<file path="src/hdl/can_multiframe_parameter_transfer_core_assert.svh">
// Assertion macros for the parameter transfer core.
`ifndef CAN_MULTIFRAME_PARAMETER_TRANSFER_CORE_ASSERT_SVH
`define CAN_MULTIFRAME_PARAMETER_TRANSFER_CORE_ASSERT_SVH

// Same-cycle implication, checked outside reset.
`define CMPT_ASSERT_NOW(lbl, ante, cons) \
    lbl: assert property (@(posedge i_clk) disable iff (!i_rst_n) (ante) |-> (cons)) \
        else $error("cmpt assertion failed");

// Next-cycle implication, checked outside reset.
`define CMPT_ASSERT_NEXT(lbl, ante, cons) \
    lbl: assert property (@(posedge i_clk) disable iff (!i_rst_n) (ante) |=> (cons)) \
        else $error("cmpt assertion failed");

`endif

</file>
<file path="src/hdl/cmpt_pkg.sv">
`default_nettype none
package cmpt_pkg;

    localparam int BLOCK_BYTES = 64;
    localparam int NUM_BLOCKS  = 3;
    localparam int STORE_BYTES = BLOCK_BYTES * NUM_BLOCKS;
    localparam int SA_W        = $clog2(STORE_BYTES);
    localparam int BOFF_W      = $clog2(BLOCK_BYTES);
    localparam int BREM        = BLOCK_BYTES % 8;
    localparam int NFR         = (BREM != 0) ? BLOCK_BYTES / 8 : BLOCK_BYTES / 8 - 1;
    localparam int END_LEN     = (BREM != 0) ? BREM : 8;
    localparam int KI_W        = $clog2(NFR + 1);
    localparam int OFF_W       = 20;

    localparam logic [15:0] BLK_BASE = 16'h6010;

    localparam logic [2:0] OP_WRITE = 3'd0;
    localparam logic [2:0] OP_READ  = 3'd1;
    localparam logic [2:0] OP_START = 3'd4;
    localparam logic [2:0] OP_XFER  = 3'd5;
    localparam logic [2:0] OP_END   = 3'd6;

    localparam logic [1:0] KIND_TX   = 2'd0;
    localparam logic [1:0] KIND_OK   = 2'd1;
    localparam logic [1:0] KIND_FAIL = 2'd2;

    localparam int          CFG_IDX_W = 1;
    localparam logic [0:0]  CFG_OWN   = 1'b0;
    localparam logic [0:0]  CFG_TOOL  = 1'b1;

    localparam logic [4:0] OWN_RESET  = 5'd2;
    localparam logic [4:0] TOOL_RESET = 5'd5;

    typedef struct packed {
        logic            we;
        logic [SA_W-1:0] waddr;
        logic [7:0]      wdata;
        logic            re;
        logic [SA_W-1:0] raddr;
    } t_st_req;

endpackage
`default_nettype wire

</file>
<file path="src/hdl/cmpt_store.sv">
`default_nettype none
module cmpt_store
    import cmpt_pkg::*;
(
    input  wire logic    i_clk,
    input  wire logic    i_rst_n,
    input  wire t_st_req i_req,
    output logic [7:0]   o_rdata
);

    logic [7:0]             r_mem [STORE_BYTES];
    logic [STORE_BYTES-1:0] r_vld;
    logic [7:0]             r_rdata;
    logic                   r_rvld;

    always_ff @(posedge i_clk) begin
        if (i_req.we) begin
            r_mem[i_req.waddr] <= i_req.wdata;
        end
        if (i_req.re) begin
            r_rdata <= r_mem[i_req.raddr];
        end
    end

    always_ff @(posedge i_clk) begin
        if (!i_rst_n) begin
            r_vld  <= '0;
            r_rvld <= 1'b0;
        end else begin
            if (i_req.we) begin
                r_vld[i_req.waddr] <= 1'b1;
            end
            if (i_req.re) begin
                r_rvld <= r_vld[i_req.raddr];
            end
        end
    end

    assign o_rdata = r_rvld ? r_rdata : 8'h00;

endmodule
`default_nettype wire

</file>
<file path="src/hdl/can_multiframe_parameter_transfer_core.sv">
// Channel   Direction  tdata (low bit up)                       tuser / tlast
// s_axis    in         frame_id[28:0] frame_len[32:29]          -
//                      frame_data[96:33], zero pad to 104
// m_axis    out        tx_id[28:0] tx_len[32:29]                kind[1:0] / last
//                      tx_data[96:33], zero pad to 104
// cfg       in         i_cfg_idx 0 own_address, 1 tool_address, 5-bit data
//
// One frame at a time; the store is a byte wide, so payload moves a byte a cycle.
// An end frame also waits for the output to take its status reply.
// A block read sends a start frame, then data frames and a final end frame.
// Reset is synchronous, active low; the byte store reads zero until written.
// A stalled output holds the engine; a new frame is taken once the engine is idle.
`default_nettype none
`include "can_multiframe_parameter_transfer_core_assert.svh"
module can_multiframe_parameter_transfer_core
    import cmpt_pkg::*;
(
    input  wire logic                 i_clk,
    input  wire logic                 i_rst_n,
    input  wire logic                 s_axis_tvalid,
    output logic                      s_axis_tready,
    input  wire logic [103:0]         s_axis_tdata,  // frame_id, frame_len, frame_data
    output logic                      m_axis_tvalid,
    input  wire logic                 m_axis_tready,
    output logic [103:0]              m_axis_tdata,  // tx_id, tx_len, tx_data
    output logic [1:0]                m_axis_tuser,  // kind
    output logic                      m_axis_tlast,
    input  wire logic                 i_cfg_we,
    input  wire logic [CFG_IDX_W-1:0] i_cfg_idx,
    input  wire logic [4:0]           i_cfg_data
);

    localparam logic [2:0] S_IDLE   = 3'd0;
    localparam logic [2:0] S_DISP   = 3'd1;
    localparam logic [2:0] S_WR     = 3'd2;
    localparam logic [2:0] S_STAT   = 3'd3;
    localparam logic [2:0] S_RSTART = 3'd4;
    localparam logic [2:0] S_RBYTE  = 3'd5;
    localparam logic [2:0] S_ROUT   = 3'd6;

    logic [2:0]       r_state;
    logic [4:0]       r_own;
    logic [4:0]       r_tool;
    logic [15:0]      r_act;
    logic [7:0]       r_exp;

    logic [28:0]      r_id;
    logic [3:0]       r_len;
    logic [63:0]      r_data;
    logic [3:0]       r_cnt;
    logic [OFF_W-1:0] r_off;
    logic [SA_W-1:0]  r_base;
    logic             r_blk_ok;
    logic             r_is_end;
    logic             r_ok;
    logic [KI_W-1:0]  r_kidx;
    logic             r_rpend;

    logic             r_ov;
    logic [1:0]       r_okind;
    logic [28:0]      r_oid;
    logic [3:0]       r_olen;
    logic [63:0]      r_odata;
    logic             r_olast;

    logic [15:0]      cmd;
    logic [2:0]       op;
    logic [4:0]       tgt;
    logic [4:0]       src;
    logic [15:0]      bcmd;
    logic [15:0]      bdiff;
    logic             bvalid;
    logic [OFF_W-1:0] xoff;
    logic             out_free;
    logic             ov_load;
    logic             rd_end;
    logic [3:0]       flen;
    logic             rd_issue;
    logic [SA_W-1:0]  st_addr;
    logic [3:0]       in_len;
    logic [7:0]       st_rdata;
    t_st_req          st_req;

    assign cmd = r_id[15:0];
    assign op  = r_id[18:16];
    assign tgt = r_id[23:19];
    assign src = r_id[28:24];

    assign bcmd   = (op == OP_READ) ? cmd : r_act;
    assign bdiff  = bcmd - BLK_BASE;
    assign bvalid = (bcmd >= BLK_BASE) && (bdiff < 16'(NUM_BLOCKS));
    assign xoff   = {17'(cmd) + 17'd1, 3'b000};

    assign out_free = !r_ov || m_axis_tready;
    assign ov_load  = out_free && ((r_state == S_STAT) || (r_state == S_RSTART)
                                   || (r_state == S_ROUT));
    assign rd_end   = (r_kidx == KI_W'(NFR));
    assign flen     = rd_end ? 4'(END_LEN) : 4'd8;
    assign rd_issue = (r_state == S_RBYTE) && (r_cnt < 4'd8) && (r_cnt < flen);
    assign st_addr  = r_base + SA_W'(r_off[BOFF_W-1:0]);
    assign in_len   = (s_axis_tdata[32:29] > 4'd8) ? 4'd8 : s_axis_tdata[32:29];

    always_comb begin
        st_req.we    = (r_state == S_WR) && r_blk_ok && (r_cnt < r_len)
                       && (r_off < OFF_W'(BLOCK_BYTES));
        st_req.waddr = st_addr;
        st_req.wdata = r_data[7:0];
        st_req.re    = rd_issue;
        st_req.raddr = st_addr;
    end

    cmpt_store u_store (
        .i_clk   (i_clk),
        .i_rst_n (i_rst_n),
        .i_req   (st_req),
        .o_rdata (st_rdata)
    );

    always_ff @(posedge i_clk) begin
        if (!i_rst_n) begin
            r_own  <= OWN_RESET;
            r_tool <= TOOL_RESET;
        end else if (i_cfg_we) begin
            unique case (i_cfg_idx)
                CFG_OWN:  r_own  <= i_cfg_data;
                CFG_TOOL: r_tool <= i_cfg_data;
                default:  r_own  <= r_own;
            endcase
        end
    end

    always_ff @(posedge i_clk) begin
        if (!i_rst_n) begin
            r_state <= S_IDLE;
            r_act   <= '0;
            r_exp   <= '0;
            r_ov    <= 1'b0;
        end else begin
            if (ov_load) begin
                r_ov <= 1'b1;
            end else if (m_axis_tready) begin
                r_ov <= 1'b0;
            end
            unique case (r_state)
                S_IDLE: begin
                    if (s_axis_tvalid) begin
                        r_id    <= s_axis_tdata[28:0];
                        r_len   <= in_len;
                        r_data  <= s_axis_tdata[96:33];
                        r_state <= S_DISP;
                    end
                end
                S_DISP: begin
                    r_cnt    <= '0;
                    r_base   <= SA_W'(32'(bdiff) * BLOCK_BYTES);
                    r_blk_ok <= bvalid;
                    r_is_end <= (op == OP_END);
                    r_ok     <= (xoff + OFF_W'(r_len)) == OFF_W'(r_exp);
                    r_off    <= (op == OP_START) ? '0 : xoff;
                    if (tgt == r_own) begin
                        priority if (op == OP_WRITE) begin
                            if (r_len == 4'd1 && r_data[7:0] > 8'd8 && src == r_tool) begin
                                r_act <= cmd;
                                r_exp <= r_data[7:0];
                            end
                            r_state <= S_IDLE;
                        end else if (op == OP_READ) begin
                            r_state <= bvalid ? S_RSTART : S_IDLE;
                        end else if (op == OP_START || op == OP_XFER || op == OP_END) begin
                            r_state <= S_WR;
                            if (op == OP_END) begin
                                r_act <= '0;
                                r_exp <= '0;
                            end
                        end else begin
                            r_state <= S_IDLE;
                        end
                    end else begin
                        r_state <= S_IDLE;
                    end
                end
                S_WR: begin
                    r_data <= {8'h00, r_data[63:8]};
                    r_off  <= r_off + OFF_W'(1);
                    r_cnt  <= r_cnt + 4'd1;
                    if (r_cnt == 4'd7) begin
                        r_state <= r_is_end ? S_STAT : S_IDLE;
                    end
                end
                S_STAT: begin
                    if (out_free) begin
                        r_okind <= r_ok ? KIND_OK : KIND_FAIL;
                        r_oid   <= '0;
                        r_olen  <= '0;
                        r_odata <= '0;
                        r_olast <= 1'b1;
                        r_state <= S_IDLE;
                    end
                end
                S_RSTART: begin
                    if (out_free) begin
                        r_okind <= KIND_TX;
                        r_oid   <= {r_own, r_tool, OP_START, cmd};
                        r_olen  <= 4'd1;
                        r_odata <= 64'(BLOCK_BYTES % 256);
                        r_olast <= 1'b0;
                        r_kidx  <= '0;
                        r_off   <= '0;
                        r_cnt   <= '0;
                        r_state <= S_RBYTE;
                    end
                end
                S_RBYTE: begin
                    r_rpend <= rd_issue;
                    if (rd_issue) begin
                        r_off <= r_off + OFF_W'(1);
                    end
                    if (r_cnt != 4'd0) begin
                        r_data <= {(r_rpend ? st_rdata : 8'h00), r_data[63:8]};
                    end
                    r_cnt <= r_cnt + 4'd1;
                    if (r_cnt == 4'd8) begin
                        r_state <= S_ROUT;
                    end
                end
                S_ROUT: begin
                    if (out_free) begin
                        r_okind <= KIND_TX;
                        r_oid   <= {r_own, r_tool, rd_end ? OP_END : OP_XFER, 16'(r_kidx)};
                        r_olen  <= flen;
                        r_odata <= r_data;
                        r_olast <= rd_end;
                        r_kidx  <= r_kidx + KI_W'(1);
                        r_cnt   <= '0;
                        r_state <= rd_end ? S_IDLE : S_RBYTE;
                    end
                end
                default: r_state <= S_IDLE;
            endcase
        end
    end

    assign s_axis_tready = (r_state == S_IDLE);
    assign m_axis_tvalid = r_ov;
    assign m_axis_tdata  = {7'b0, r_odata, r_olen, r_oid};
    assign m_axis_tuser  = r_okind;
    assign m_axis_tlast  = r_olast;

    `CMPT_ASSERT_NEXT(a_accept_decode, s_axis_tvalid && s_axis_tready, r_state == S_DISP)
    `CMPT_ASSERT_NOW(a_write_in_range, st_req.we, 32'(st_req.waddr) < STORE_BYTES)
    `CMPT_ASSERT_NOW(a_status_is_last, r_ov && r_okind != KIND_TX, r_olast)

endmodule
`default_nettype wire

</file>
<file path="config.mk">
export PLATFORM = sky130hd
export DESIGN_NAME = can_multiframe_parameter_transfer_core
export DESIGN_NICKNAME = d
export VERILOG_FILES = /design/src/hdl/cmpt_pkg.sv /design/src/hdl/cmpt_store.sv /design/src/hdl/can_multiframe_parameter_transfer_core.sv
export VERILOG_INCLUDE_DIRS = /design/src /design/src/hdl
export SDC_FILE = /design/constraint.sdc
export NUM_CORES = 2
export LEC_CHECK = 0
export ABC_CLOCK_PERIOD_IN_PS = 11250
export BUFFER_PORTS_ARGS = -buffer_cell sky130_fd_sc_hd__buf_2
export CAP_MARGIN = 20
export CORE_MARGIN = 10
export CORE_UTILIZATION = 53
export CTS_BUF_LIST = sky130_fd_sc_hd__clkbuf_4 sky130_fd_sc_hd__clkbuf_8
export DETAILED_ROUTE_END_ITERATION = 6
export PLACE_DENSITY = 0.77
export RECOVER_POWER = 50
export SLEW_MARGIN = 20
export SYNTH_ARGS = -nofsm -noshare
export SYNTH_HDL_FRONTEND = slang
export SYNTH_SLANG_ARGS = --single-unit
export TNS_END_PERCENT = 50
</file>
<file path="constraint.sdc">
create_clock -name i_clk -period 11.25 [get_ports i_clk]
set_input_delay 1.125 -clock i_clk [delete_from_list [all_inputs] [get_ports i_clk]]
set_output_delay 1.125 -clock i_clk [all_outputs]
set_load 0.05 [all_outputs]
</file>
==> metrics.cfg <==
[synth]
synthAdderAreaFrac_pct=0.2350
synth-edff-count=1772
synth_top_family_by_area=multiplexers
synthArstFlopShare_pct=0
avgSynthCellArea_um2=19.46
synth_compound_area_share_pct=3.471
ys.flop_type=edfxtp_1
yosys_register_bits=2003
synth_xor_area_share_pct=0.6336
seq_area_frac_synth_pct=73.40
ys.warnings.count=0
synth-simple-area-share_pct=4.092
syn-cell-area_um2=78790
synth_cell_types=69
syn_inst=4049
yosys-mux-area-fraction_pct=16.39

[final_layout]
drive_gt1_share_pct=27.28
multi_input_area_um2=19600
nFillCells=10286
seqCellArea_um2=57840
area_growth_pct=11.66
fin_nets=4545

[grt]
track_usage_pct=22.41
grt_pass1_vias=41676
grt_pass1_wl_um=274900
grt_max_degree=196
gr-total-overflow=0
antenna_found_initial=7

[pwr]
power.leakage_uw=0.02812
power.density_nw_per_um2=170.4
vdd_drop_max_v=0.0001374

[clock_network]
cts_resized=0
ctsLongestPathBuffers=4
cts_root_buffer=clkbuf_8
cts_inserted_buffers=326
clock_latency_ns=1.02
clkTransAtPathRegs_ns=0.06
holdBufCountCts=0
htree_levels=5
cts_tree=built
cts_sinks=2003
cts_post_setup_buffers_inserted=0

[critical_path]
arrival_ns=8.10
cp-end-kind=flip-flop
critPathLaunchType=flip-flop
worst-path-max-fanout=90
worstSetupPathType=reg -> reg
worstPathRequired_ns=12.09

[min_path]
hold_class=in -> reg

[die]
rows=141
core_area_um2=147700
die_w_um=405.6
io_pins=224
dieArea_um2=164500
die_h_um=405.6
start_util_pct=53.36

[sta]
fin_ws_ns=3.983
slew_viol_final=1118
clock.fmax_ghz=0.1376
rsz0062_at_grt=no
period_minus_slack_ns=7.267
finalSetupTns_ns=0
fin_worst_skew_ns=0.07261
worst-slew-pin-transition_ns=4.754
relSlewSlack_pct=-216.9
fin_crit_sh_pct=64.59
finalHoldViolations=0
timing.final.setup_violations=0

[detailed_routing]
drc=2
drtIter0Drc=5628
ant_nets=0
drt_pass1_iterations=7
vias_per_cell=6.306
vias=41554
wire_per_inst_um=28.29
routed_wl_um=186400

[run]
maxCapViolCount=16

[placed_design]
portBuffers=207
dp_hpwl_um=110000
place_worst_setup_slack_ns=6.356
gp_congestion=0.8640

[run_status]
violations=DRC, capacitance limit, slew limit
status=finished, violations left

-- power breakdown --
part	internal, uW	total (uW)	switching (uW)	leakage (uW)
registers	8100	8130	29.0	0.0176
clock network	3410	6160	2750	0.00338
logic	269	705	436	0.00710
total	11800	15000	3210	0.0281
-- worst paths after layout --
kind / slack [ns] / from / cells after the start / end
max: 3.98 / r_state[1] / 9 / r_off[7]
min: 0.29 / s_axis_tdata[3] / 1 / r_id[3]
max reg2reg: 3.98 / r_state[1] / 9 / r_off[7]
min reg2reg: 0.46 / u_store.r_vld[82] / 1 / u_store.r_vld[82]
-- cell families (layout without fill, tap and decap cells) --
logic type	count (synthesis)	count (layout)
adder cells (fa/ha/maj)	15	15
other	1	13
buffers and inverters	295	894
multiplexers	639	639
XOR/XNOR	57	57
AND/OR/NAND/NOR	666	666
flip-flops	2003	2003
AO/OA/AOI/OAI	373	373
-- metal layers --
| layer | part of all wire (%) | GRT usage (%) | vias up |
|---|---|---|---|
| li1 | - | - | 17227 |
| met1 | 38 | 31.35 | 21410 |
| met4 | 3.6 | 8.251 | 2 |
| met2 | 47 | 34.48 | 2525 |
| met3 | 11 | 5.438 | 390 |
| met5 | 0.0075 | 0 | - |
-- layout make-up --
cell class	instances	area share, %
Sequential cell	2003	65.74
Tap cell	1930	2.745
Multi-Input combinational cell	1759	22.28
Antenna cell	4	0.01138
Clock inverter	97	0.6556
Clock buffer	471	6.543
Timing Repair Buffer	302	1.924
Inverter	24	0.1024
-- worst max-delay path: stages (launching register included) --
cell and delay (ns):
dfxtp_1 0.32, clkbuf_1 2.41, nor2b_1 0.41, and2_0 0.46
nor2_1 1.77, buf_4 0.86, o221ai_1 0.27, buf_4 0.35
nand2b_1 0.16, o21ai_0 0.08
-- through the flow --
stage / utilization, % / instance area, um2 / std cells / hold WS [ns] / power (uW)
after floorplan: - / 78820 / 4057 / 0.4354 / 8738
after global placement: 55.40 / 81810 / 6016 / 0.4402 / 8966
after detailed placement: 55.40 / 81810 / 6016 / 0.4476 / 8978
after CTS: 59.69 / 88150 / 6584 / 0.2177 / 15070
after global routing: 59.58 / 87970 / 6587 / 0.2354 / 15440
final: 59.58 / 87980 / 6590 / 0.2928 / 14990
-- cells in the final DEF (no fill, tap or decap), types with 65 or more instances in the layout --
master,netlist,final
edfxtp_1,1772,1772
mux4_2,515,515
clkbuf_8,0,355
dfxtp_1,231,231
nor2_1,213,213
o21a_1,196,196
clkbuf_1,147,125
nand2_1,117,117
clkbuf_4,0,116
buf_2,50,98
nand3_1,96,96
and3_1,84,84
buf_4,40,67
mux2i_1,65,65
-- sequential cells by signal, indices dropped and copies added, names as in the netlist, 16 cells and up --
register and count:
r_off 20, r_id 29, u_store.r_mem 1536, r_odata 64
r_data 64, r_act 16, u_store.r_vld 192, r_oid 29
-- synthesized netlist by cell type (all sizes together) (4+ instances only) --
| cell type | number | area (um2) |
|---|---|---|
| nand4 | 21 | 131.4 |
| nor2 | 213 | 799.5 |
| dfxtp | 231 | 4624 |
| mux2i | 65 | 650.6 |
| a211oi | 6 | 45.04 |
| o21ai | 19 | 95.09 |
| o21a | 196 | 1471 |
| inv | 23 | 86.33 |
| buf | 124 | 753.2 |
| and3 | 84 | 525.5 |
| mux4 | 515 | 11600 |
| a21boi | 28 | 210.2 |
| a21o | 5 | 37.54 |
| nand2 | 117 | 439.2 |
| nor3b | 4 | 30.03 |
| nor3 | 40 | 205.2 |
| a22oi | 17 | 127.6 |
| mux2 | 59 | 664.4 |
| ha | 14 | 175.2 |
| edfxtp | 1772 | 53210 |
| clkbuf | 147 | 551.8 |
| xor2 | 19 | 166.4 |
| o22ai | 18 | 112.6 |
| a22o | 11 | 96.34 |
| a41oi | 5 | 43.79 |
| nor4 | 14 | 87.58 |
| and2 | 28 | 175.2 |
| nor4b | 5 | 43.79 |
| a31oi | 6 | 37.54 |
| nor2b | 22 | 137.6 |
| nand2b | 9 | 56.30 |
| a21oi | 22 | 110.1 |
| xnor2 | 38 | 332.8 |
| a32oi | 13 | 113.9 |
| nand3 | 96 | 480.5 |
Power figures use the tool's default switching activity.
